--- src/design/sgs_pkg.sv ---
`timescale 1ns / 1ps
// Shared types, constants and the datapath op table for the Gram-Schmidt block.
// No dependencies; every other file refers to it by scoped names.
package sgs_pkg;

    // Fixed formats
    localparam int FRAC_BITS_DEF = 29;              // default fraction bits
    localparam int NORM_GUARD    = 30;              // extra root bits
    localparam int DW            = 32;              // matrix part width
    localparam int MUL_W         = DW + 1;          // multiplier operand
    localparam int SQ_W          = 66;              // exact sum of six squares
    localparam int RT_W          = SQ_W / 2 + NORM_GUARD; // norm root width
    localparam int ACC_W         = 100;             // accumulator width

    typedef struct packed {
        logic signed [31:0] a0_re;
        logic signed [31:0] a0_im;
        logic signed [31:0] a1_re;
        logic signed [31:0] a1_im;
        logic signed [31:0] a2_re;
        logic signed [31:0] a2_im;
        logic signed [31:0] b0_re;
        logic signed [31:0] b0_im;
        logic signed [31:0] b1_re;
        logic signed [31:0] b1_im;
        logic signed [31:0] b2_re;
        logic signed [31:0] b2_im;
    } t_in;

    typedef struct packed {
        logic        [1:0]  column_index;
        logic signed [31:0] r0_re;
        logic signed [31:0] r0_im;
        logic signed [31:0] r1_re;
        logic signed [31:0] r1_im;
        logic signed [31:0] r2_re;
        logic signed [31:0] r2_im;
        logic               last_column;
    } t_out;

    // One column: parts ordered row0 re, row0 im, row1 re, ...
    typedef logic [5:0][31:0] t_col;

    localparam logic [1:0] COL_LAST = 2'd2;

    // Operand sources of the multiplier
    localparam logic [4:0] SRC_C0     = 5'd0;   // c0 part 0..5
    localparam logic [4:0] SRC_C1     = 5'd6;   // c1 part 0..5
    localparam logic [4:0] SRC_DRE_LO = 5'd12;
    localparam logic [4:0] SRC_DRE_HI = 5'd13;
    localparam logic [4:0] SRC_DIM_LO = 5'd14;
    localparam logic [4:0] SRC_DIM_HI = 5'd15;
    localparam logic [4:0] SRC_ONE    = 5'd16;

    // Product alignment
    localparam logic [1:0] SH_0    = 2'd0;
    localparam logic [1:0] SH_32   = 2'd1;
    localparam logic [1:0] SH_FRAC = 2'd2;

    // Writeback targets
    localparam logic [2:0] DST_SUMSQ = 3'd0;
    localparam logic [2:0] DST_DRE   = 3'd1;
    localparam logic [2:0] DST_DIM   = 3'd2;
    localparam logic [2:0] DST_C1    = 3'd3;
    localparam logic [2:0] DST_C2    = 3'd4;

    // Op groups, each ends in one writeback
    localparam logic [3:0] GRP_SQ0  = 4'd0;
    localparam logic [3:0] GRP_DRE  = 4'd1;
    localparam logic [3:0] GRP_DIM  = 4'd2;
    localparam logic [3:0] GRP_PRJ0 = 4'd3;
    localparam logic [3:0] GRP_PRJ5 = 4'd8;
    localparam logic [3:0] GRP_SQ1  = 4'd9;
    localparam logic [3:0] GRP_CRS0 = 4'd10;
    localparam logic [3:0] GRP_LAST = 4'd15;

    typedef struct packed {
        logic [4:0] a_sel;
        logic [4:0] b_sel;
        logic       neg;
        logic [1:0] sh;
        logic [2:0] dst;
        logic [2:0] dst_idx;
    } t_uop;

    // Index of the last op in a group
    function automatic logic [2:0] grp_last_op(input logic [3:0] g);
        logic [2:0] n;
        begin
            if (g <= GRP_DIM || g == GRP_SQ1) begin
                n = 3'd5;
            end else if (g <= GRP_PRJ5) begin
                n = 3'd4;
            end else begin
                n = 3'd3;
            end
            return n;
        end
    endfunction

    // Multiply-accumulate op k of group g
    function automatic t_uop uop_at(input logic [3:0] g, input logic [2:0] k);
        t_uop       u;
        logic [2:0] p;
        logic [1:0] row;
        logic [1:0] j;
        logic [1:0] m;
        logic [4:0] cre, cim;
        logic [4:0] xjre, xjim, xkre, xkim, yjre, yjim, ykre, ykim;
        begin
            u = '0;
            u.sh = SH_0;
            p = '0;
            row = '0;
            j = '0;
            m = '0;
            if (g == GRP_SQ0 || g == GRP_SQ1) begin
                // sum of squares of one column
                u.a_sel = ((g == GRP_SQ0) ? SRC_C0 : SRC_C1) + {2'b0, k};
                u.b_sel = u.a_sel;
                u.dst = DST_SUMSQ;
            end else if (g == GRP_DRE) begin
                u.a_sel = SRC_C0 + {2'b0, k};
                u.b_sel = SRC_C1 + {2'b0, k};
                u.dst = DST_DRE;
            end else if (g == GRP_DIM) begin
                // re*im is added, im*re subtracted
                u.a_sel = SRC_C0 + {2'b0, k};
                u.b_sel = SRC_C1 + {2'b0, k ^ 3'd1};
                u.neg = k[0];
                u.dst = DST_DIM;
            end else if (g <= GRP_PRJ5) begin
                // c1 * 2^F minus c0 * dot, dot split in 32-bit halves
                p = 3'(g - GRP_PRJ0);
                cre = SRC_C0 + {2'b0, p[2:1], 1'b0};
                cim = cre + 5'd1;
                case (k)
                    3'd0: begin
                        u.a_sel = SRC_C1 + {2'b0, p};
                        u.b_sel = SRC_ONE;
                        u.sh = SH_FRAC;
                    end
                    3'd1: begin
                        u.a_sel = cre;
                        u.b_sel = p[0] ? SRC_DIM_LO : SRC_DRE_LO;
                        u.neg = 1'b1;
                    end
                    3'd2: begin
                        u.a_sel = cre;
                        u.b_sel = p[0] ? SRC_DIM_HI : SRC_DRE_HI;
                        u.neg = 1'b1;
                        u.sh = SH_32;
                    end
                    3'd3: begin
                        u.a_sel = cim;
                        u.b_sel = p[0] ? SRC_DRE_LO : SRC_DIM_LO;
                        u.neg = p[0];
                    end
                    default: begin
                        u.a_sel = cim;
                        u.b_sel = p[0] ? SRC_DRE_HI : SRC_DIM_HI;
                        u.neg = p[0];
                        u.sh = SH_32;
                    end
                endcase
                u.dst = DST_C1;
                u.dst_idx = p;
            end else begin
                // conj(x_j*y_k - x_k*y_j), x = c0, y = c1
                p = 3'(g - GRP_CRS0);
                row = p[2:1];
                case (row)
                    2'd0: begin
                        j = 2'd1;
                        m = 2'd2;
                    end
                    2'd1: begin
                        j = 2'd2;
                        m = 2'd0;
                    end
                    default: begin
                        j = 2'd0;
                        m = 2'd1;
                    end
                endcase
                xjre = SRC_C0 + {2'b0, j, 1'b0};
                xjim = xjre + 5'd1;
                xkre = SRC_C0 + {2'b0, m, 1'b0};
                xkim = xkre + 5'd1;
                yjre = SRC_C1 + {2'b0, j, 1'b0};
                yjim = yjre + 5'd1;
                ykre = SRC_C1 + {2'b0, m, 1'b0};
                ykim = ykre + 5'd1;
                if (!p[0]) begin
                    case (k)
                        3'd0: begin u.a_sel = xjre; u.b_sel = ykre; u.neg = 1'b0; end
                        3'd1: begin u.a_sel = xjim; u.b_sel = ykim; u.neg = 1'b1; end
                        3'd2: begin u.a_sel = xkre; u.b_sel = yjre; u.neg = 1'b1; end
                        default: begin u.a_sel = xkim; u.b_sel = yjim; u.neg = 1'b0; end
                    endcase
                end else begin
                    case (k)
                        3'd0: begin u.a_sel = xjre; u.b_sel = ykim; u.neg = 1'b1; end
                        3'd1: begin u.a_sel = xjim; u.b_sel = ykre; u.neg = 1'b1; end
                        3'd2: begin u.a_sel = xkre; u.b_sel = yjim; u.neg = 1'b0; end
                        default: begin u.a_sel = xkim; u.b_sel = yjre; u.neg = 1'b0; end
                    endcase
                end
                u.dst = DST_C2;
                u.dst_idx = p;
            end
            return u;
        end
    endfunction

endpackage

--- src/design/sgs_root.sv ---
`timescale 1ns / 1ps
// Bit-serial integer square root of a sum of squares scaled by 2^(2*guard).
// Depends on sgs_pkg for widths.
module sgs_root (
    input  logic                       i_clk,
    input  logic                       i_rst_n,
    input  logic                       i_start,
    input  logic [sgs_pkg::SQ_W-1:0]   i_sq,
    output logic                       o_done,
    output logic [sgs_pkg::RT_W-1:0]   o_root
);

    localparam int RT_W  = sgs_pkg::RT_W;
    localparam int RAD_W = 2 * RT_W;
    localparam int REM_W = RT_W + 3;
    localparam int CNT_W = $clog2(RT_W + 1);

    logic [RAD_W-1:0] r_rad;
    logic [REM_W-1:0] r_rem;
    logic [RT_W-1:0]  r_root;
    logic [CNT_W-1:0] r_cnt;
    logic             r_busy;
    logic             r_done;
    logic [REM_W-1:0] rem_sh, trial;
    logic             ge;

    // one root digit per cycle
    assign rem_sh = {r_rem[REM_W-3:0], r_rad[RAD_W-1 -: 2]};
    assign trial  = REM_W'({r_root, 2'b01});
    assign ge     = (rem_sh >= trial);
    assign o_done = r_done;
    assign o_root = r_root;

    always_ff @(posedge i_clk) begin
        if (i_start) begin
            r_rad  <= {i_sq, {(RAD_W - sgs_pkg::SQ_W){1'b0}}};
            r_rem  <= '0;
            r_root <= '0;
        end else if (r_busy) begin
            r_rad  <= {r_rad[RAD_W-3:0], 2'b00};
            r_rem  <= ge ? rem_sh - trial : rem_sh;
            r_root <= {r_root[RT_W-2:0], ge};
        end
    end

    // iteration control
    always_ff @(posedge i_clk) begin
        if (!i_rst_n) begin
            r_busy <= 1'b0;
            r_done <= 1'b0;
            r_cnt  <= '0;
        end else begin
            r_done <= 1'b0;
            if (i_start) begin
                r_busy <= 1'b1;
                r_cnt  <= '0;
            end else if (r_busy) begin
                r_cnt <= r_cnt + 1'b1;
                if (r_cnt == CNT_W'(RT_W - 1)) begin
                    r_busy <= 1'b0;
                    r_done <= 1'b1;
                end
            end
        end
    end

endmodule

--- config.mk ---
export PLATFORM = sky130hd
export DESIGN_NAME = sgs_root
export DESIGN_NICKNAME = d
export VERILOG_FILES = /design/src/design/sgs_pkg.sv /design/src/design/sgs_root.sv
export SDC_FILE = /design/constraint.sdc
export NUM_CORES = 1
export LEC_CHECK = 0
export ABC_AREA = 1
export BUFFER_PORTS_ARGS = -buffer_cell sky130_fd_sc_hd__buf_2
export CAP_MARGIN = 0
export CORE_MARGIN = 8
export CORE_UTILIZATION = 40
export DETAILED_ROUTE_END_ITERATION = 16
export PLACE_DENSITY = 0.69
export SYNTH_ARGS = -nofsm -noshare
export SYNTH_HDL_FRONTEND = slang
export SYNTH_SLANG_ARGS = --single-unit
--- constraint.sdc ---
create_clock -name i_clk -period 9.73 [get_ports i_clk]
set_input_delay 0.973 -clock i_clk [delete_from_list [all_inputs] [get_ports i_clk]]
set_output_delay 0.973 -clock i_clk [all_outputs]
set_load 0.02 [all_outputs]
# Word-level counts from Yosys, hierarchy flattened
# Index checks and enable logic that the tools add are counted.
dict set report totals {
  mem_bits_ro 0
  mem_bits_rw 0
  latch_bits 0
  output_inout_bits 64
  register_bits 201
  memories 0
  word_cells 22
  inputBits 69
}
dict set report classes {
  addsub 2
  bitwise 2
  n_eq_ne 1
  div_mod_pow 0
  n_mul 0
  reduce_logical 3
  n_shift 0
  mux 7
  n_lt_le_gt_ge 1
}
# op n
set op_table {}
lappend op_table {{126-bit 2-to-1 mux} 2}
lappend op_table {{66-bit by 65-bit >= comparator with 1-bit output} 1}
lappend op_table {{64-bit 2-to-1 mux} 1}
lappend op_table {{64-bit subtractor} 1}
lappend op_table {{6-bit by 1-bit adder with 6-bit output (second input constant)} 1}
lappend op_table {{6-bit == test (second input constant)} 1}
lappend op_table {{1-bit 2-to-1 mux} 4}
lappend op_table {{3-bit OR reduction} 1}
lappend op_table {{1-bit inverter} 2}
lappend op_table {{2-bit nonzero test} 1}
lappend op_table {{2-bit OR reduction} 1}

# Logic depth before layout (Yosys ltp)
dict set report depth {
  word_depth 4
  mapped_depth 19
  mapped_depth_nobuf 18
}

# Worst setup path after synthesis
# OpenSTA, ideal clock, no wires.
dict set report synth_timing {
  path_kind {input port to flip-flop}
  start {input port i_start}
  end {register r_rad[100], enable pin}
  stages 4
  setup_time_ns 0.456
  t_required_ns 9.274
  n_path_buf 2
  slack_ns 5.823
  arrival_time_ns 3.450
  cell_sequence {clkbuf_1 > nor2_1 > inv_2 > buf_1}
}
dict set report synth_via {
  elab_chain_cells 1
}
# item line_no
set synth_rtl {}
lappend synth_rtl {{start: declaration} sgs_root.sv:7} ;# input logic i_start,
lappend synth_rtl {{2-bit nonzero test (no source line)} n/a}
lappend synth_rtl {{end signal: assignment} sgs_root.sv:36} ;# r_rad <= {i_sq, {(RAD_W - sgs_pkg::SQ_W){1'b0}}};
lappend synth_rtl {{end signal: assignment} sgs_root.sv:40} ;# r_rad <= {r_rad[RAD_W-3:0], 2'b00};
lappend synth_rtl {{end: declaration} sgs_root.sv:18} ;# logic [RAD_W-1:0] r_rad;
# Every way passes these cells.
# A chain may end at the register's enable or synchronous reset.

# Final worst setup path
dict set report layout_timing {
  start {register r_root[25], in the netlist o_root[25]}
  end {register r_rem[36]}
}
dict set report layout_via {
  elab_chain_cells 2
  elab_cells_between_ends 3
  classes_between {add/sub (1); order compare (1); mux (1)}
}
# item line_no
set layout_rtl {}
lappend layout_rtl {{start: declaration} sgs_root.sv:20} ;# logic [RT_W-1:0] r_root;
lappend layout_rtl {{start signal: assignment} sgs_root.sv:42} ;# r_root <= {r_root[RT_W-2:0], ge};
lappend layout_rtl {{64-bit subtractor or 66-bit by 65-bit >= comparator with 1-bit output (tied branches)} {sgs_root.sv:41, sgs_root.sv:30}}
lappend layout_rtl {{64-bit 2-to-1 mux (*)} sgs_root.sv:41} ;# r_rem <= ge ? rem_sh - trial : rem_sh;
lappend layout_rtl {{end signal: assignment} sgs_root.sv:41}
lappend layout_rtl {{end: declaration} sgs_root.sv:19} ;# logic [REM_W-1:0] r_rem;
# Every way passes the cells marked *; elsewhere a longest branch is shown, timed or not.

==> summary.md <==
| Metric | Value |
|---|---|
| Fillers | `3668` |
| # setup viols final | `0` |
| Mapped Cells | `2183` |
| Largest net degree at the start of global routing | `75` |
| Gpl congestion | `1.01` |
| Skew-Pair Late Insertion Delay | `0.54 ns` |
| Core area | `~34000 sq um` |
| Max cap viols | `0` |
| Die Ht | `202 microns` |
| Congestion Overflow GR | `0` |
| Antenna diodes | `0` |
| Resized cells post-CTS | `0` |
| Critical Path Slowest Stage Cell | `nand2_4` |
| Async S/R FF share, synth | `0%` |
| Area Overhead vs Synth | `12.9%` |
| Post-synthesis sequential area ratio | `about a third` |
| Worst Path Buf+Inv | `2` |
| Dpl cell area | `14900 sq um` |
| Routed met1 length | `20900 microns` |
| Top sig layer | `met5` |
| Die Area | `~41000 sq um` |
| Final-stage net count | `2423` |
| Critical path capture point type | `flop` |
| #FFs+latches synth | `201` |
| Inst Count DP | `2716` |
| Crit-path max FO | `47` |
| Crit-path cells | `inv_1, ha_1, a21oi_1, o21ai_0, nand2_1, nand2_1, a21oi_1, nand2_2, nand2_4, nand2_4, buf_4, nand2_4, nor2_1, nor2_1, nor2_1` |
| DR pass1 iterations | `5` |
| Fmax | `273 MHz` |
| WL final | `about 45000 microns` |
| Post-synth EDFFs | `66` |
| Met3 WL | `3070 microns` |
| Die width | `202 microns` |
| DRC | `0` |
| # hold bufs at CTS | `0` |
| Post-CTS Setup Inserts | `0` |
| Unrepaired setup endpoints after global routing | `false` |
| DRT iter0 DRCs | `1059` |
| Dominant synthesized flop cell | `dfxtp_1` |
| DR WL met2 | `19800 microns` |
| Cts bufs inserted | `24` |
| Share of cells above drive strength 1 | `10.2%` |
| Fin crit share | `37.7%` |
| DR WL/cell | `16.3 microns` |
| GRT Total Usage | `21.5%` |
| Worst Skew | `0.0149 ns` |
| Via count | `14000` |
| Slew margin rel. | `20.4%` |
| Setup TNS | `0 ns` |
| HP Class | `flop to flop` |
| First-pass GRT wire length | `roughly 72000 microns` |
| Critical path's top delay family | `simple AND/OR/NAND/NOR gates` |
| Status | `finished clean` |
| Critical path class | `flop to flop` |
| Crit start category | `flop` |
| Synth Area per Inst | `6.33 sq um` |
| Max-slew violations | `0` |
| H-tree level count | `1` |
| CP max stage delay | `0.46 ns` |
| Hpwl dp | `35400 microns` |
| Yosys warning total | `0` |
| Data required, critical path | `10.14 ns` |
| Tmin final | `3.66 ns` |
| Hold Fails Final Rpt | `0` |
| CTS tree | `yes` |
| Cell Count, Final, Fillers Out | `2759` |
| Finished Cell Area | `approximately 16000 sq um` |
| Routed Antenna Nets | `0` |
| Slew @ Worst Pin | `between 1 and 1.5 ns` |
| Clock Sinks | `201` |
| Root Buffer | `clkbuf_16` |
| Unique masters post-synth | `38` |
| Max Buffers Root-to-Sink | `3` |
| Std cell rows | `68` |
| Arr. time, crit path | `roughly 4.1 ns` |
| IO Port Bufs | `132` |
| Vias in the first global route | `between 10000 and 15000` |
| Ports | `133` |
| Starting density of the core | `40.3%` |
| Vias per Instance | `5.08` |
| Worst-path clk slew | `around 0.060 ns` |
| Post-synth design cell area | `13800 sq um` |
| Initial antenna violation count | `1` |
| Syn_nets | `about 2300` |
[cells in the mapped netlist (20+ instances only)]
cell / number / share of area, %
nand2_1: 812 / 22
inv_1: 360 / 9.8
nand3_1: 158 / 5.7
nor2_1: 146 / 4.0
dfxtp_1: 135 / 20
a21oi_1: 70 / 2.5
ha_1: 67 / 6.1
edfxtp_1: 66 / 14
o22ai_1: 62 / 2.8
nand4_1: 61 / 2.8
o21ai_0: 42 / 1.5
clkbuf_1: 39 / 1.1
xor2_1: 23 / 1.5
nor2_2: 20 / 0.90
[stage by stage]
| stage | hold WS (ns) | setup WS, ns | utilization (%) |
|---|---|---|---|
| 2_1_floorplan | 0.430 | 5.82 | - |
| 3_3_place_gp | 0.443 | 5.98 | 43.3 |
| 3_5_place_dp | 0.452 | 5.94 | 43.3 |
| 4_1_cts | 0.460 | 6.11 | 45.5 |
| 5_1_grt | 0.492 | 5.72 | 45.5 |
| 6_report | 0.461 | 6.07 | 45.5 |
[routing by layer]
layer,vias up,GRT usage [%]
met3,64,4.59
met5,-,0
met4,2,6.18
li1,7115,-
met2,424,34.6
met1,6404,28.6
[cells in the final DEF, fill, tap and decap left out, types with 5 or more instances in the layout]
master / n
a21oi_1: 70
buf_2: 132
buf_4: 10
clkbuf_1: 8
clkbuf_16: 24
dfxtp_1: 134
edfxtp_1: 66
ha_1: 67
inv_1: 360
inv_2: 15
nand2_1: 812
nand2_2: 11
nand3_1: 158
nand3b_1: 7
nand4_1: 61
nor2_1: 146
nor2_2: 20
nor2_4: 5
nor3_1: 15
nor4_1: 5
o21ai_0: 42
o21bai_1: 13
o22ai_1: 62
xor2_1: 23
[cell families after synthesis]
kind of cell | Yosys count | synth area share (%)
and+or+nand+nor | 1251 | 38.1
buffers and inverters | 441 | 12.3
DFF | 201 | 33.9
AOI/OAI and AO/OA | 200 | 8.22
adders and majority gates | 67 | 6.06
xor gates and xnor gates | 23 | 1.46
[cell type report]
type                            instances  area (sq um)  area share [%]
Multi-Input combinational cell       1541          7450            47.7
Sequential cell                       201          4690            30.0
Inverter                              377          1420            9.08
Timing Repair Buffer                  142           736            4.71
Clock buffer                           36           686            4.39
Tap cell                              455           569            3.65
Clock inverter                          7          68.8           0.441
[path summary, 6_finish.rpt]
| path | slack [ns] | startpoint | cells after the start | endpoint |
|---|---|---|---|---|
| hold reg to reg | 0.46 | r_rem[62] | 2 | r_rem[62] |
| setup reg to reg | 6.07 | o_root[25] | 15 | r_rem[36] |
| hold / removal | 0.46 | r_rem[62] | 2 | r_rem[62] |
| setup / recovery | 6.07 | o_root[25] | 15 | r_rem[36] |
[worst reg2reg max path, cell delays in order, from the launching register on]
cell     delay (ns)
dfxtp_1        0.34
inv_1          0.09
ha_1           0.38
a21oi_1        0.27
o21ai_0        0.16
nand2_1        0.08
nand2_1        0.07
a21oi_1        0.21
nand2_2        0.13
nand2_4        0.42
nand2_4        0.47
buf_4          0.40
nand2_4        0.28
nor2_1         0.08
nor2_1         0.11
nor2_1         0.05
[flip-flops by register name, summed over array words and instances, names as in the netlist]
| signal | flops |
|---|---|
| r_rad | 66 |
| r_rem | 64 |
| o_root | 63 |
| r_cnt | 6 |
| o_done | 1 |
| r_busy | 1 |
Power is not shown: default switching activity piles up to over one toggle a cycle in this logic, so the estimate is an artifact.
