$ cat config.mk
export PLATFORM = sky130hd
export DESIGN_NAME = sgs_front
export DESIGN_NICKNAME = d
export VERILOG_FILES = /design/src/design/sgs_pkg.sv /design/src/design/sgs_front.sv
export SDC_FILE = /design/constraint.sdc
export NUM_CORES = 1
export LEC_CHECK = 0
export BUFFER_PORTS_ARGS = -buffer_cell sky130_fd_sc_hd__buf_2
export CAP_MARGIN = 20
export CORE_MARGIN = 2
export CORE_UTILIZATION = 30
export DETAILED_ROUTE_END_ITERATION = 10
export GPL_TIMING_DRIVEN = 0
export MAX_ROUTING_LAYER = met4
export SYNTH_ARGS = -nofsm -noshare
export SYNTH_HDL_FRONTEND = slang
export SYNTH_SLANG_ARGS = --single-unit
$ cat constraint.sdc
create_clock -name i_clk -period 33 [get_ports i_clk]
set_input_delay 8.25 -clock i_clk [delete_from_list [all_inputs] [get_ports i_clk]]
set_output_delay 8.25 -clock i_clk [all_outputs]
set_load 0.01 [all_outputs]
$ cat src/design/sgs_pkg.sv
`timescale 1ns / 1ps
// Shared types, constants and the datapath op table for the Gram-Schmidt block.
// No dependencies; every other file refers to it by scoped names.
package sgs_pkg;

    // Fixed formats
    localparam int FRAC_BITS_DEF = 29;              // default fraction bits
    localparam int NORM_GUARD    = 30;              // extra root bits
    localparam int DW            = 32;              // matrix part width
    localparam int MUL_W         = DW + 1;          // multiplier operand
    localparam int SQ_W          = 66;              // exact sum of six squares
    localparam int RT_W          = SQ_W / 2 + NORM_GUARD; // norm root width
    localparam int ACC_W         = 100;             // accumulator width

    typedef struct packed {
        logic signed [31:0] a0_re;
        logic signed [31:0] a0_im;
        logic signed [31:0] a1_re;
        logic signed [31:0] a1_im;
        logic signed [31:0] a2_re;
        logic signed [31:0] a2_im;
        logic signed [31:0] b0_re;
        logic signed [31:0] b0_im;
        logic signed [31:0] b1_re;
        logic signed [31:0] b1_im;
        logic signed [31:0] b2_re;
        logic signed [31:0] b2_im;
    } t_in;

    typedef struct packed {
        logic        [1:0]  column_index;
        logic signed [31:0] r0_re;
        logic signed [31:0] r0_im;
        logic signed [31:0] r1_re;
        logic signed [31:0] r1_im;
        logic signed [31:0] r2_re;
        logic signed [31:0] r2_im;
        logic               last_column;
    } t_out;

    // One column: parts ordered row0 re, row0 im, row1 re, ...
    typedef logic [5:0][31:0] t_col;

    localparam logic [1:0] COL_LAST = 2'd2;

    // Operand sources of the multiplier
    localparam logic [4:0] SRC_C0     = 5'd0;   // c0 part 0..5
    localparam logic [4:0] SRC_C1     = 5'd6;   // c1 part 0..5
    localparam logic [4:0] SRC_DRE_LO = 5'd12;
    localparam logic [4:0] SRC_DRE_HI = 5'd13;
    localparam logic [4:0] SRC_DIM_LO = 5'd14;
    localparam logic [4:0] SRC_DIM_HI = 5'd15;
    localparam logic [4:0] SRC_ONE    = 5'd16;

    // Product alignment
    localparam logic [1:0] SH_0    = 2'd0;
    localparam logic [1:0] SH_32   = 2'd1;
    localparam logic [1:0] SH_FRAC = 2'd2;

    // Writeback targets
    localparam logic [2:0] DST_SUMSQ = 3'd0;
    localparam logic [2:0] DST_DRE   = 3'd1;
    localparam logic [2:0] DST_DIM   = 3'd2;
    localparam logic [2:0] DST_C1    = 3'd3;
    localparam logic [2:0] DST_C2    = 3'd4;

    // Op groups, each ends in one writeback
    localparam logic [3:0] GRP_SQ0  = 4'd0;
    localparam logic [3:0] GRP_DRE  = 4'd1;
    localparam logic [3:0] GRP_DIM  = 4'd2;
    localparam logic [3:0] GRP_PRJ0 = 4'd3;
    localparam logic [3:0] GRP_PRJ5 = 4'd8;
    localparam logic [3:0] GRP_SQ1  = 4'd9;
    localparam logic [3:0] GRP_CRS0 = 4'd10;
    localparam logic [3:0] GRP_LAST = 4'd15;

    typedef struct packed {
        logic [4:0] a_sel;
        logic [4:0] b_sel;
        logic       neg;
        logic [1:0] sh;
        logic [2:0] dst;
        logic [2:0] dst_idx;
    } t_uop;

    // Index of the last op in a group
    function automatic logic [2:0] grp_last_op(input logic [3:0] g);
        logic [2:0] n;
        begin
            if (g <= GRP_DIM || g == GRP_SQ1) begin
                n = 3'd5;
            end else if (g <= GRP_PRJ5) begin
                n = 3'd4;
            end else begin
                n = 3'd3;
            end
            return n;
        end
    endfunction

    // Multiply-accumulate op k of group g
    function automatic t_uop uop_at(input logic [3:0] g, input logic [2:0] k);
        t_uop       u;
        logic [2:0] p;
        logic [1:0] row;
        logic [1:0] j;
        logic [1:0] m;
        logic [4:0] cre, cim;
        logic [4:0] xjre, xjim, xkre, xkim, yjre, yjim, ykre, ykim;
        begin
            u = '0;
            u.sh = SH_0;
            p = '0;
            row = '0;
            j = '0;
            m = '0;
            if (g == GRP_SQ0 || g == GRP_SQ1) begin
                // sum of squares of one column
                u.a_sel = ((g == GRP_SQ0) ? SRC_C0 : SRC_C1) + {2'b0, k};
                u.b_sel = u.a_sel;
                u.dst = DST_SUMSQ;
            end else if (g == GRP_DRE) begin
                u.a_sel = SRC_C0 + {2'b0, k};
                u.b_sel = SRC_C1 + {2'b0, k};
                u.dst = DST_DRE;
            end else if (g == GRP_DIM) begin
                // re*im is added, im*re subtracted
                u.a_sel = SRC_C0 + {2'b0, k};
                u.b_sel = SRC_C1 + {2'b0, k ^ 3'd1};
                u.neg = k[0];
                u.dst = DST_DIM;
            end else if (g <= GRP_PRJ5) begin
                // c1 * 2^F minus c0 * dot, dot split in 32-bit halves
                p = 3'(g - GRP_PRJ0);
                cre = SRC_C0 + {2'b0, p[2:1], 1'b0};
                cim = cre + 5'd1;
                case (k)
                    3'd0: begin
                        u.a_sel = SRC_C1 + {2'b0, p};
                        u.b_sel = SRC_ONE;
                        u.sh = SH_FRAC;
                    end
                    3'd1: begin
                        u.a_sel = cre;
                        u.b_sel = p[0] ? SRC_DIM_LO : SRC_DRE_LO;
                        u.neg = 1'b1;
                    end
                    3'd2: begin
                        u.a_sel = cre;
                        u.b_sel = p[0] ? SRC_DIM_HI : SRC_DRE_HI;
                        u.neg = 1'b1;
                        u.sh = SH_32;
                    end
                    3'd3: begin
                        u.a_sel = cim;
                        u.b_sel = p[0] ? SRC_DRE_LO : SRC_DIM_LO;
                        u.neg = p[0];
                    end
                    default: begin
                        u.a_sel = cim;
                        u.b_sel = p[0] ? SRC_DRE_HI : SRC_DIM_HI;
                        u.neg = p[0];
                        u.sh = SH_32;
                    end
                endcase
                u.dst = DST_C1;
                u.dst_idx = p;
            end else begin
                // conj(x_j*y_k - x_k*y_j), x = c0, y = c1
                p = 3'(g - GRP_CRS0);
                row = p[2:1];
                case (row)
                    2'd0: begin
                        j = 2'd1;
                        m = 2'd2;
                    end
                    2'd1: begin
                        j = 2'd2;
                        m = 2'd0;
                    end
                    default: begin
                        j = 2'd0;
                        m = 2'd1;
                    end
                endcase
                xjre = SRC_C0 + {2'b0, j, 1'b0};
                xjim = xjre + 5'd1;
                xkre = SRC_C0 + {2'b0, m, 1'b0};
                xkim = xkre + 5'd1;
                yjre = SRC_C1 + {2'b0, j, 1'b0};
                yjim = yjre + 5'd1;
                ykre = SRC_C1 + {2'b0, m, 1'b0};
                ykim = ykre + 5'd1;
                if (!p[0]) begin
                    case (k)
                        3'd0: begin u.a_sel = xjre; u.b_sel = ykre; u.neg = 1'b0; end
                        3'd1: begin u.a_sel = xjim; u.b_sel = ykim; u.neg = 1'b1; end
                        3'd2: begin u.a_sel = xkre; u.b_sel = yjre; u.neg = 1'b1; end
                        default: begin u.a_sel = xkim; u.b_sel = yjim; u.neg = 1'b0; end
                    endcase
                end else begin
                    case (k)
                        3'd0: begin u.a_sel = xjre; u.b_sel = ykim; u.neg = 1'b1; end
                        3'd1: begin u.a_sel = xjim; u.b_sel = ykre; u.neg = 1'b1; end
                        3'd2: begin u.a_sel = xkre; u.b_sel = yjim; u.neg = 1'b0; end
                        default: begin u.a_sel = xkim; u.b_sel = yjre; u.neg = 1'b0; end
                    endcase
                end
                u.dst = DST_C2;
                u.dst_idx = p;
            end
            return u;
        end
    endfunction

endpackage

$ cat src/design/sgs_front.sv
`timescale 1ns / 1ps
// Front end: accepts matrix requests into a two-entry queue.
// Depends on sgs_pkg for the request type.
module sgs_front (
    input  logic          i_clk,
    input  logic          i_rst_n,
    input  logic          push,
    output logic          full,
    input  sgs_pkg::t_in  i_item,
    output logic          o_vld,
    input  logic          i_take,
    output sgs_pkg::t_in  o_item
);

    sgs_pkg::t_in r_mem [2];
    logic         r_wp;
    logic         r_rp;
    logic [1:0]   r_cnt;
    logic         wr, rd;

    assign full   = (r_cnt == 2'd2);
    assign o_vld  = (r_cnt != 2'd0);
    assign o_item = r_mem[r_rp];
    assign wr     = push && !full;
    assign rd     = i_take && o_vld;

    // queue storage
    always_ff @(posedge i_clk) begin
        if (wr) begin
            r_mem[r_wp] <= i_item;
        end
    end

    // pointers and fill count
    always_ff @(posedge i_clk) begin
        if (!i_rst_n) begin
            r_wp  <= 1'b0;
            r_rp  <= 1'b0;
            r_cnt <= 2'd0;
        end else begin
            if (wr) begin
                r_wp <= ~r_wp;
            end
            if (rd) begin
                r_rp <= ~r_rp;
            end
            r_cnt <= r_cnt + {1'b0, wr} - {1'b0, rd};
        end
    end

endmodule

==> Yosys cells after proc, flatten, opt, wreduce, memory -nomap -nowiden <==
Memories as Yosys holds them, arrays and structs flattened. A register that Yosys moved wholly into a read port is not among the register bits.
Index checks and enable logic that the tools add are counted.
{ "totals": {"output_inout_bits": 386, "ram_bits": 768, "mem_count": 1, "elab_cells": 17, "regBits": 4, "in_bits": 388} }
{ "memory_table": {"columns": ["memory", "words", "width", "read_ports", "rd_clocked_by_memory_dff", "wr", "line", "rtl"], "rows": [
  ["r_mem", 2, 384, 1, 1, 1, "sgs_front.sv:15", "sgs_pkg::t_in r_mem [2];"]
]} }
{ "op_classes": {"n_reduce_logical": 4, "n_mux": 4, "add_sub_neg": 2, "n_bitwise": 2, "eq_ne": 1} }
{ "op_table": {"columns": ["op", "n"], "rows": [
  ["$mux W1", 4],
  ["$add A2 B1 Y2", 1],
  ["$eq A2 B2 Y1 const B", 1],
  ["$logic_and A1 B1 Y1", 2],
  ["$not A1 Y1", 2],
  ["$reduce_bool A2 Y1", 1],
  ["$sub A2 B1 Y2", 1],
  ["$logic_not A1 Y1", 1]
]} }

==> Longest topological paths before layout <==
Gate-level depths: netlist of the first run.
{ "logic_depth": {"depth_word": 5, "ltp_mapped": 8, "ltp_nobuf": 8} }

==> Least setup slack after synthesis of the first run <==
Ideal clock, no wire load.
{ "synth_path": {"path_kind": "input to register", "start": "input push", "end": "memory r_mem[0][0] (netlist name), enable pin", "slack_ns": 7.629, "arrival_time_ns": 24.232, "stages": 2, "setup_time_ns": 1.138, "n_path_buf": 0, "required_ns": 31.862, "cell_sequence": "nand2_1 -> nor2_1"} }
{ "synth_via": {"elab_chain_len": 3} }
{ "synth_lines": {"columns": ["item", "line", "rtl"], "rows": [
  ["from (decl)", "sgs_front.sv:7", "input logic push,"],
  ["$logic_and A1 B1 Y1", "sgs_front.sv:24", "assign wr = push && !full;"],
  ["$mux W1", "sgs_front.sv:29", "if (wr) begin"],
  ["$mux W1 (not written as such)", "sgs_front.sv:30", "r_mem[r_wp] <= i_item;"],
  ["to (decl)", "sgs_front.sv:15", null]
]} }
No other way between the ends.

==> flow_summary.yaml, run 1 <==
floorplanning:
  floorplan.rows: 115
  die_area_sq_um: 101000
  initial_utilization_pct: 30.1
  floorplan_core_area_sq_um: 98000
  io-pin-count: 774
  die_height_microns: 318
  dieWidth_microns: 318
logic_synthesis:
  seq_total_area_yosys_pct: 78.5
  post_synth_instance_area_sq_um: 29500
  syn_avg_cell_area_sq_um: 24.2
  ys_seq_elements: 773
  synthesis.nets: 1611
  yosys_warns: 0
  synthesized_netlist_cell_count: 1221
  synth.lib_cells_used.distinct: 20
sta:
  report.final.slew_viol_count: 0
  rsz0062_at_grt: "false"
  post-route-period-util_pct: 31.5
  timing.fmax_mhz: 96.2
  max-slew-margin-rel_pct: 39.5
  setup-violations-final: 0
  worst_pin_slew_ns: 0.905
  setup_skew_ns: 0.0327
  finalCriticalPeriod_ns: 10.40
  report.final.hold_viol_count: 0
final_layout:
  fin_util_pct: 38.9
  area_growth_pct: 29.2
  layout-drive-gt1-share_pct: 61.8
  nNetsFinal: 2486
clock_network:
  clkSinkCount: 773
  clock_tree_from_tritoncts: "built"
  numCtsBuffers: 81
  htreeDepth: 3
  ctsHoldBuffers: 0
  clk_pin_slew_ns: 0.05
  cts-root-buf: "sky130_fd_sc_hd__clkbuf_16"
  cts.repair_timing.setup_buffer_count: 0
  cts_max_path_buffers: 3
  post_cts_resized: 0
  worstSkewPairLatency_ns: 0.65
global_route:
  overflow: 0
  number_of_global_route_vias_before_repair: 15900
  antenna_found_initial: 33
  grt_pass1_wl_microns: 98500
  grt_max_degree: 67
  global_route.usage.total_pct: 13.5
power:
  p_leak_nw: 14.7
  fin_total_pwr_mw: 2.94
  power_density_nw_per_um2: 77.2
  ir_drop_v: 0.0000597
critical_path:
  crit_path_end_kind: "output pin"
  timing.critical_path.required_ns: 24.75
  critical_path_class: "reg2out"
  worstPathMaxFanout: 10
  startpoint_type: "flip-flop"
  arrival_ns: 2.15
drt:
  drt-vias-per-instance: 4.19
  vias: 14600
  detail_route.iter0.violations: 629
  postRouteWirelength_microns: 68200
  drt-wirelength-per-cell_microns: 19.6
  post-route-drc-count: 0
  postRouteAntennaNets: 0
  detail_route.first_pass.iterations: 4
placement:
  post-dp-hpwl_microns: 50700
  portBuffers: 773
  routabilityCongestion: 0.786
run:
  cap_violations: 0
hold_path:
  hold_class: "reg2reg"
run_status:
  status: "finished, final reports clean"
per-layer routing:
metal,vias up,global-route usage (%),wire length [microns],part of all wire (%)
li1,6695,-,-,-
met1,7154,12.7,24000,35
met2,609,23.5,34900,51
met3,111,6.63,7320,11
met4,0,5.26,2010,2.9
met5,-,-,0,0
state kept, by name, summed over array words and instances, names as in the netlist, named ones only:
| name | cells |
|---|---|
| r_wp | 1 |
| r_rp | 1 |
| r_mem | 768 |
| r_cnt | 2 |
cells in the mapped netlist:
master / count / area share [%]
sky130_fd_sc_hd__and2_1: 1 / 0.021
sky130_fd_sc_hd__and3_1: 1 / 0.021
sky130_fd_sc_hd__buf_12: 2 / 0.14
sky130_fd_sc_hd__buf_2: 2 / 0.034
sky130_fd_sc_hd__buf_6: 28 / 1.1
sky130_fd_sc_hd__buf_8: 11 / 0.56
sky130_fd_sc_hd__dfxtp_1: 5 / 0.34
sky130_fd_sc_hd__edfxtp_1: 768 / 78
sky130_fd_sc_hd__ha_1: 2 / 0.085
sky130_fd_sc_hd__inv_1: 3 / 0.038
sky130_fd_sc_hd__mux2_2: 24 / 0.92
sky130_fd_sc_hd__mux2_4: 360 / 18
sky130_fd_sc_hd__mux2i_1: 1 / 0.034
sky130_fd_sc_hd__nand2_1: 2 / 0.025
sky130_fd_sc_hd__nand2b_1: 2 / 0.042
sky130_fd_sc_hd__nor2_1: 4 / 0.051
sky130_fd_sc_hd__o21a_1: 1 / 0.025
sky130_fd_sc_hd__or2_2: 1 / 0.021
sky130_fd_sc_hd__xnor2_1: 2 / 0.059
sky130_fd_sc_hd__xor2_1: 1 / 0.030
report_power, final:
part	switching [mW]	internal, mW	total, mW
Clock	0.365	0.521	0.885
Combinational	0.401	0.396	0.797
Sequential	0.0291	1.23	1.26
Total	0.795	2.15	2.94
cells in the final DEF (no fill, tap or decap), drive strengths merged, types with 4 or more instances in the layout:
| cell | count |
|---|---|
| buf | 835 |
| edfxtp | 768 |
| mux2 | 384 |
| clkbuf | 99 |
| clkinv | 35 |
| diode | 32 |
| bufinv | 7 |
| dfxtp | 5 |
| inv | 5 |
| nor2 | 4 |
path summary, 6_finish.rpt:
kind	from	end	slack [ns]	cells after the start
setup reg to reg	r_cnt[0]	r_mem[0][322]	29.98	8
hold reg to reg	r_rp	r_rp	0.53	2
setup / recovery	flip-flop	o_item[232]	22.60	5
hold / removal	r_rp	r_rp	0.53	2
critical path: stages (launching register included):
cell                      delay, ns
sky130_fd_sc_hd__dfxtp_1       0.32
sky130_fd_sc_hd__buf_6         0.19
sky130_fd_sc_hd__buf_8         0.23
sky130_fd_sc_hd__buf_8         0.25
sky130_fd_sc_hd__mux2_4        0.34
sky130_fd_sc_hd__buf_2         0.17
cells by family after synthesis:
kind of cell               Yosys count  share of synthesized area [%]
DFF                                773                           78.5
buffers and inverters               46                           1.84
AOI/OAI and AO/OA                    1                         0.0255
muxes                              385                           19.3
xor gates and xnor gates             3                         0.0891
and+or+nand+nor                     11                          0.182
adders and majority gates            2                         0.0848
stage by stage:
| stage | worst slack (ns) | area, sq um | hold slack [ns] | setup TNS [ns] | std cells |
|---|---|---|---|---|---|
| after floorplan | 7.63 | 29500 | 0.455 | 0 | 1221 |
| after global routing | 22.42 | 38100 | 0.559 | 0 | 3475 |
| after detailed placement | 22.15 | 35400 | 0.518 | 0 | 3300 |
| after CTS | 22.43 | 38000 | 0.533 | 0 | 3445 |
| after global placement | -0.824 | 35000 | 0.471 | -280.81 | 3281 |
| final | 22.60 | 38100 | 0.526 | 0 | 3477 |
area by class of cell:
class | count | area (sq um)
repair buffers | 792 | 4290
clock inverters | 46 | 445
flip-flops and latches | 773 | 23200
diodes | 32 | 80.1
well taps | 1287 | 1610
inverters | 3 | 11.3
clock buffers | 99 | 2160
multi-input cells | 402 | 5810
plain buffers | 43 | 531
fillers | 8938 | 59900
(Power assumes the default switching activity.)
==> run 2: changes to the inputs <==
--- a/config.mk
+++ b/config.mk
@@ -5,6 +5,7 @@
 export SDC_FILE = /design/constraint.sdc
 export NUM_CORES = 1
 export LEC_CHECK = 0
+export ABC_AREA = 1
 export BUFFER_PORTS_ARGS = -buffer_cell sky130_fd_sc_hd__buf_2
 export CAP_MARGIN = 20
 export CORE_MARGIN = 2
==> constraint.sdc (replaced) <==
create_clock -name i_clk -period 8.5 [get_ports i_clk]
set_input_delay 2.125 -clock i_clk [delete_from_list [all_inputs] [get_ports i_clk]]
set_output_delay 2.125 -clock i_clk [all_outputs]
set_load 0.01 [all_outputs]
==> flow_summary.yaml, run 2 <==
run_status:
  status: "finished, final reports clean"
drt:
  drt-wirelength-per-cell_microns: 19.6
  detail_route.iter0.violations: 620
  postRouteWirelength_microns: 68300
  vias: 14700
  drt-vias-per-instance: 4.23
  post-route-drc-count: 0
  postRouteAntennaNets: 0
  detail_route.first_pass.iterations: 7
logic_synthesis:
  post_synth_instance_area_sq_um: 29500
  yosys_warns: 0
  post_synth_mux_area_share_pct: 19.2
  seq_total_area_yosys_pct: 78.5
  ys_seq_elements: 773
  post_synth_main_area_contributors: "sky130_fd_sc_hd__edfxtp_1 78%, sky130_fd_sc_hd__mux2_4 18%, sky130_fd_sc_hd__buf_6 1.1%, sky130_fd_sc_hd__mux2_2 0.92%, sky130_fd_sc_hd__buf_8 0.56%"
  synth_top_family_by_area: "multiplexers"
  synth.lib_cells_used.distinct: 14
  yosys.cell_count.top_type: "sky130_fd_sc_hd__edfxtp_1"
  synth_fa_ha_area_share_pct: 0.0848
  synth_compound_area_share_pct: 0.0339
  post-synth-top-area-cell: "sky130_fd_sc_hd__edfxtp_1"
  async_reset_ff_share_pct: 0
  syn_avg_cell_area_sq_um: 24.0
  synth_flop_cell: "sky130_fd_sc_hd__edfxtp_1"
  synthesized_netlist_cell_count: 1232
  synth.top_cell.area_share_pct: 78.1
  synthesis.nets: 1622
  synth-edff-count: 768
  synth_commonest_cells: "768 x sky130_fd_sc_hd__edfxtp_1, 360 x sky130_fd_sc_hd__mux2_4, 28 x sky130_fd_sc_hd__buf_6, 24 x sky130_fd_sc_hd__mux2_2, 11 x sky130_fd_sc_hd__buf_8"
  synth-simple-area-share_pct: 0.267
  synthXorXnorAreaFrac_pct: 0
power:
  sw_ratio_pct: 26.8
  intPower_mw: 8.35
  pwr-share-clk_pct: 30.3
  ir_drop_v: 0.000277
  total_switching_power_mw: 3.06
  pwr-share-seq_pct: 43.3
  pwr-share-comb_pct: 26.4
  power_density_nw_per_um2: 299
  p_leak_nw: 14.8
floorplanning:
  die_height_microns: 318
  floorplan.rows: 115
  io-pin-count: 774
  die_area_sq_um: 101000
  initial_utilization_pct: 30.1
  dieWidth_microns: 318
  floorplan_core_area_sq_um: 98000
critical_path:
  timing.critical_path.required_ns: 6.38
  critical_path_class: "reg2out"
  arrival_ns: 2.12
  critPathBufInv: 4
  worstPathMaxFanout: 10
  startpoint_type: "flip-flop"
  crit_path_end_kind: "output pin"
  crit_path_frequent_cell: "sky130_fd_sc_hd__buf_8"
  crit_chain: "buf_6 > buf_8 > buf_8 > mux2_4 > buf_2"
  timing.critical_path.slowest_cell_delay_ns: 0.38
  path_delay_family: "buffers and inverters"
  r2r_start: "r_cnt[0]"
  cp_slowest_cell: "sky130_fd_sc_hd__mux2_4"
final_layout:
  commonest_non_fill_non_tap_cell_in_the_layout: "sky130_fd_sc_hd__buf_2"
  fin_util_pct: 38.9
  reg_top3: "r_mem: 768 flops, r_cnt: 2 flops"
  area_growth_pct: 29.1
  number_of_flip_flops_under_the_largest_register_name: 768
  layout-drive-gt1-share_pct: 61.2
  nNetsFinal: 2501
  largest_reg_by_ff_count: "r_mem"
  mostFrequentLayoutCells: "775 x sky130_fd_sc_hd__buf_2, 768 x sky130_fd_sc_hd__edfxtp_1, 360 x sky130_fd_sc_hd__mux2_4"
sta:
  report.final.slew_viol_count: 0
  rsz0062_at_grt: "false"
  max-slew-margin-rel_pct: 44.6
  report.final.hold_viol_count: 0
  setup-violations-final: 0
  worst_pin_slew_ns: 0.829
  setup_skew_ns: 0.0193
  finalCriticalPeriod_ns: 4.24
  post-route-period-util_pct: 49.9
  postLayoutSetupSlackWorst_ns: 4.26
  timing.fmax_mhz: 236
clock_network:
  clkSinkCount: 773
  post_cts_resized: 0
  cts_max_path_buffers: 3
  htreeDepth: 3
  clock_tree_from_tritoncts: "built"
  clk_pin_slew_ns: 0.06
  cts-root-buf: "sky130_fd_sc_hd__clkbuf_16"
  numCtsBuffers: 81
  ctsHoldBuffers: 0
  cts.repair_timing.setup_buffer_count: 0
  worstSkewPairLatency_ns: 0.64
global_route:
  global_route.usage.total_pct: 13.5
  antenna_found_initial: 24
  number_of_global_route_vias_before_repair: 16000
  overflow: 0
  grt_pass1_wl_microns: 99100
  grt_max_degree: 43
placement:
  post-dp-hpwl_microns: 51100
  dpl_worst_slack_ns: 3.80
  portBuffers: 773
  routabilityCongestion: 0.797
run:
  cap_violations: 0
hold_path:
  timing.hold.worst.start: "r_rp"
  hold_class: "reg2reg"
[run 2: cell count changes after synthesis, moves of 2 or more]
cell and delta:
sky130_fd_sc_hd__nor2_1 +4, sky130_fd_sc_hd__nand2b_1 -2, sky130_fd_sc_hd__a21oi_1 +2, sky130_fd_sc_hd__inv_1 +5, sky130_fd_sc_hd__xnor2_1 -2, sky130_fd_sc_hd__nand3_1 +3
sky130_fd_sc_hd__nand2_1 +7
[run 2: worst reg2reg max path, cell delays in order (launching register included)]
cell,delay [ns]
sky130_fd_sc_hd__dfxtp_1,0.36
sky130_fd_sc_hd__inv_1,0.06
sky130_fd_sc_hd__nand2_1,0.12
sky130_fd_sc_hd__nand2_1,0.14
sky130_fd_sc_hd__nor2_4,0.66
sky130_fd_sc_hd__buf_12,0.29
sky130_fd_sc_hd__buf_12,0.24
sky130_fd_sc_hd__buf_12,0.26
sky130_fd_sc_hd__buf_12,0.27
sky130_fd_sc_hd__buf_12,0.26
[run 2: cell families after synthesis]
| family | Yosys count |
|---|---|
| buffers and inverters | 51 |
| multiplexers | 384 |
| AO/OA/AOI/OAI | 2 |
| adder cells (fa/ha/maj) | 2 |
| flip-flops | 773 |
| AND/OR/NAND/NOR | 20 |
[run 2: path summary, 6_finish.rpt]
check,cells after the start,to,slack (ns)
setup / recovery,5,o_item[284],4.26
hold / removal,2,r_rp,0.51
setup reg to reg,9,r_mem[0][39],5.50
hold reg to reg,2,r_rp,0.51
[run 2: layout make-up]
| cell class | count | area, sq um |
|---|---|---|
| diodes | 17 | 42.5 |
| well taps | 1287 | 1610 |
| repair buffers | 796 | 4340 |
| fillers | 8919 | 59900 |
| plain buffers | 43 | 531 |
| inverters | 8 | 33.8 |
| flip-flops and latches | 773 | 23200 |
| clock inverters | 37 | 417 |
| clock buffers | 109 | 2170 |
| multi-input cells | 408 | 5800 |
[run 2: routing by layer]
| layer | GRT usage (%) | vias to the layer above | wire length (microns) | part of all wire (%) |
|---|---|---|---|---|
| met2 | 22.9 | 630 | 34300 | 50 |
| met4 | 5.07 | 0 | 2160 | 3.2 |
| li1 | - | 6712 | - | - |
| met1 | 13.5 | 7232 | 24400 | 36 |
| met3 | 6.41 | 143 | 7390 | 11 |
| met5 | - | - | 0 | 0 |
[run 2: stage by stage]
stage	std cells	instance area [sq um]	power (mW)	hold slack, ns	setup TNS (ns)
final	3478	38100	11.4	0.513	0
after global routing	3477	38100	11.9	0.554	0
after CTS	3461	38100	11.6	0.512	0
after detailed placement	3315	35500	8.08	0.499	0
after global placement	3292	35000	8.12	0.494	-2230.12
after floorplan	1232	29500	6.99	0.467	0
[run 2: power by group through the flow]
stage / Combinational, mW / Sequential [mW] / Clock [mW]
2_1_floorplan: 1.87 / 5.11 / 0
6_report: 3.01 / 4.94 / 3.46
5_1_grt: 3.20 / 4.98 / 3.70
3_5_place_dp: 3.06 / 5.02 / 0
4_1_cts: 3.07 / 4.94 / 3.56
3_3_place_gp: 2.92 / 5.20 / 0
==> run 3: changes to the inputs <==
--- a/config.mk
+++ b/config.mk
@@ -5,7 +5,7 @@
 export SDC_FILE = /design/constraint.sdc
 export NUM_CORES = 1
 export LEC_CHECK = 0
-export ABC_AREA = 1
+export ABC_AREA = 0
 export BUFFER_PORTS_ARGS = -buffer_cell sky130_fd_sc_hd__buf_2
 export CAP_MARGIN = 20
 export CORE_MARGIN = 2
==> constraint.sdc (replaced) <==
create_clock -name i_clk -period 3.7 [get_ports i_clk]
set_input_delay 0.925 -clock i_clk [delete_from_list [all_inputs] [get_ports i_clk]]
set_output_delay 0.925 -clock i_clk [all_outputs]
set_load 0.01 [all_outputs]
==> flow_summary.yaml, run 3 (synthesis gave the netlist of run 1 again) <==
global_route:
  grt_max_degree: 67
  grt_pass1_wl_microns: 99400
  number_of_global_route_vias_before_repair: 16000
  overflow: 0
  global_route.usage.total_pct: 13.6
  antenna_found_initial: 28
sta:
  post-route-period-util_pct: 83.2
  setup_skew_ns: 0.0129
  max-slew-margin-rel_pct: 60.1
  timing.fmax_mhz: 325
  setup-violations-final: 0
  fin_hold_ws_ns: 0.465
  finalCriticalPeriod_ns: 3.08
  report.final.slew_viol_count: 0
  rsz0062_at_grt: "false"
  postLayoutSetupSlackWorst_ns: 0.620
  worst_pin_slew_ns: 0.597
  report.final.hold_viol_count: 0
  tns_ns: 0
final_layout:
  largest_reg_by_ff_count: "r_mem"
  postLayoutCellArea_sq_um: 38200
  nNetsFinal: 2490
  layout-drive-gt1-share_pct: 62.0
  area_growth_pct: 29.6
  reg_top3: "r_mem: 768 flops, r_cnt: 2 flops"
  final.fill_count: 8864
  ff_latch_area_sq_um: 23200
  commonest_non_fill_non_tap_cell_in_the_layout: "sky130_fd_sc_hd__buf_2"
  mostFrequentLayoutCells: "775 x sky130_fd_sc_hd__buf_2, 768 x sky130_fd_sc_hd__edfxtp_1, 360 x sky130_fd_sc_hd__mux2_4"
  fin_util_pct: 39.0
  finish.cell_count_without_fillers: 3474
  multi_input_comb_area_sq_um: 5830
  number_of_flip_flops_under_the_largest_register_name: 768
hold_path:
  hold_class: "in2reg"
drt:
  detail_route.iter0.violations: 801
  routed_length_on_met3_microns: 7140
  detail_route.first_pass.iterations: 5
  met1Wirelength_microns: 24800
  drt-vias-per-instance: 4.21
  postRouteAntennaNets: 0
  vias: 14600
  postRouteWirelength_microns: 69000
  post-route-drc-count: 0
  drt-wirelength-per-cell_microns: 19.9
  highest_layer: "met4"
  wl_met2_microns: 35000
clock_network:
  clkSinkCount: 773
  cts.repair_timing.setup_buffer_count: 0
  cts-root-buf: "sky130_fd_sc_hd__clkbuf_16"
  post_cts_resized: 0
  numCtsBuffers: 84
  worstSkewPairLatency_ns: 0.63
  cts_max_path_buffers: 3
  htreeDepth: 3
  ctsHoldBuffers: 0
  clk_pin_slew_ns: 0.06
  clock_tree_from_tritoncts: "built"
floorplanning:
  floorplan_core_area_sq_um: 98000
  initial_utilization_pct: 30.1
  die_area_sq_um: 101000
  floorplan.rows: 115
  io-pin-count: 774
  dieWidth_microns: 318
  die_height_microns: 318
critical_path:
  endpoint_of_the_lowest_slack_register_to_register_path: "r_mem[0][85]"
  timing.critical_path.required_ns: 2.77
  path_delay_family: "buffers and inverters"
  r2r_cells: 9
  cp_slowest_cell: "sky130_fd_sc_hd__mux2_4"
  crit_cells: 5
  critPathBufInv: 4
  critical_path_class: "reg2out"
  crit_path_frequent_cell: "sky130_fd_sc_hd__buf_8"
  worstPathMaxFanout: 10
  r2r_start: "r_cnt[0]"
  critPathCapture: "o_item[231]"
  startpoint_type: "flip-flop"
  crit_chain: "buf_6 > buf_8 > buf_8 > mux2_4 > buf_2"
  setup.reg_to_reg.worst_slack_ns: 0.70
  crit_path_end_kind: "output pin"
  arrival_ns: 2.16
  timing.critical_path.slowest_cell_delay_ns: 0.35
placement:
  dpl_worst_slack_ns: 0.248
  placed_cells: 3301
  portBuffers: 773
  place_area_sq_um: 35500
  post-dp-hpwl_microns: 50900
  routabilityCongestion: 0.803
run_status:
  status: "finished, final reports clean"
power:
  ir_drop_v: 0.000450
  fin_total_pwr_mw: 26.6
  power_density_nw_per_um2: 694
  p_leak_nw: 14.8
run:
  cap_violations: 0
## run 3: cell types whose count changed in the layout (fill, tap and decap cells not counted), moves of 5 or more
cell                       delta
sky130_fd_sc_hd__clkbuf_1    -12
sky130_fd_sc_hd__buf_12      -10
sky130_fd_sc_hd__nand2_1      -8
sky130_fd_sc_hd__buf_16       +7
sky130_fd_sc_hd__clkinv_2     +5
## run 3: layout make-up
type	instances	share of cell area, %
sequential	773	60.6
multi-input combinational	402	15.2
timing repair buffer	793	11.3
clock buffer	98	5.63
tap	1287	4.21
clock inverter	54	1.48
buffer	43	1.39
antenna	21	0.137
inverter	3	0.0294
## run 3: report_power, final
part	internal, mW	switching (mW)	total, mW
Clock	4.77	3.40	8.17
Combinational	3.56	3.60	7.15
Sequential	11.0	0.258	11.2
Total	19.3	7.25	26.6
## run 3: how the worst min path moves through the flow
stage,start,depth (start not counted),to,slack (ns)
final,i_item[124],1,r_mem[1][124],0.47
after CTS,i_item[124],1,r_mem[1][124],0.38
after floorplan,r_rp,2,flip-flop,0.48
after global routing,i_item[169],1,r_mem[1][169],0.41
after global placement,r_wp,2,r_wp,0.50
after detailed placement,r_wp,2,r_wp,0.53
## run 3: per-layer routing
metal / up-vias / track usage [%]
met4: 0 / 5.57
met3: 117 / 6.13
met5: - / -
li1: 6699 / -
met2: 612 / 23.2
met1: 7209 / 13.4
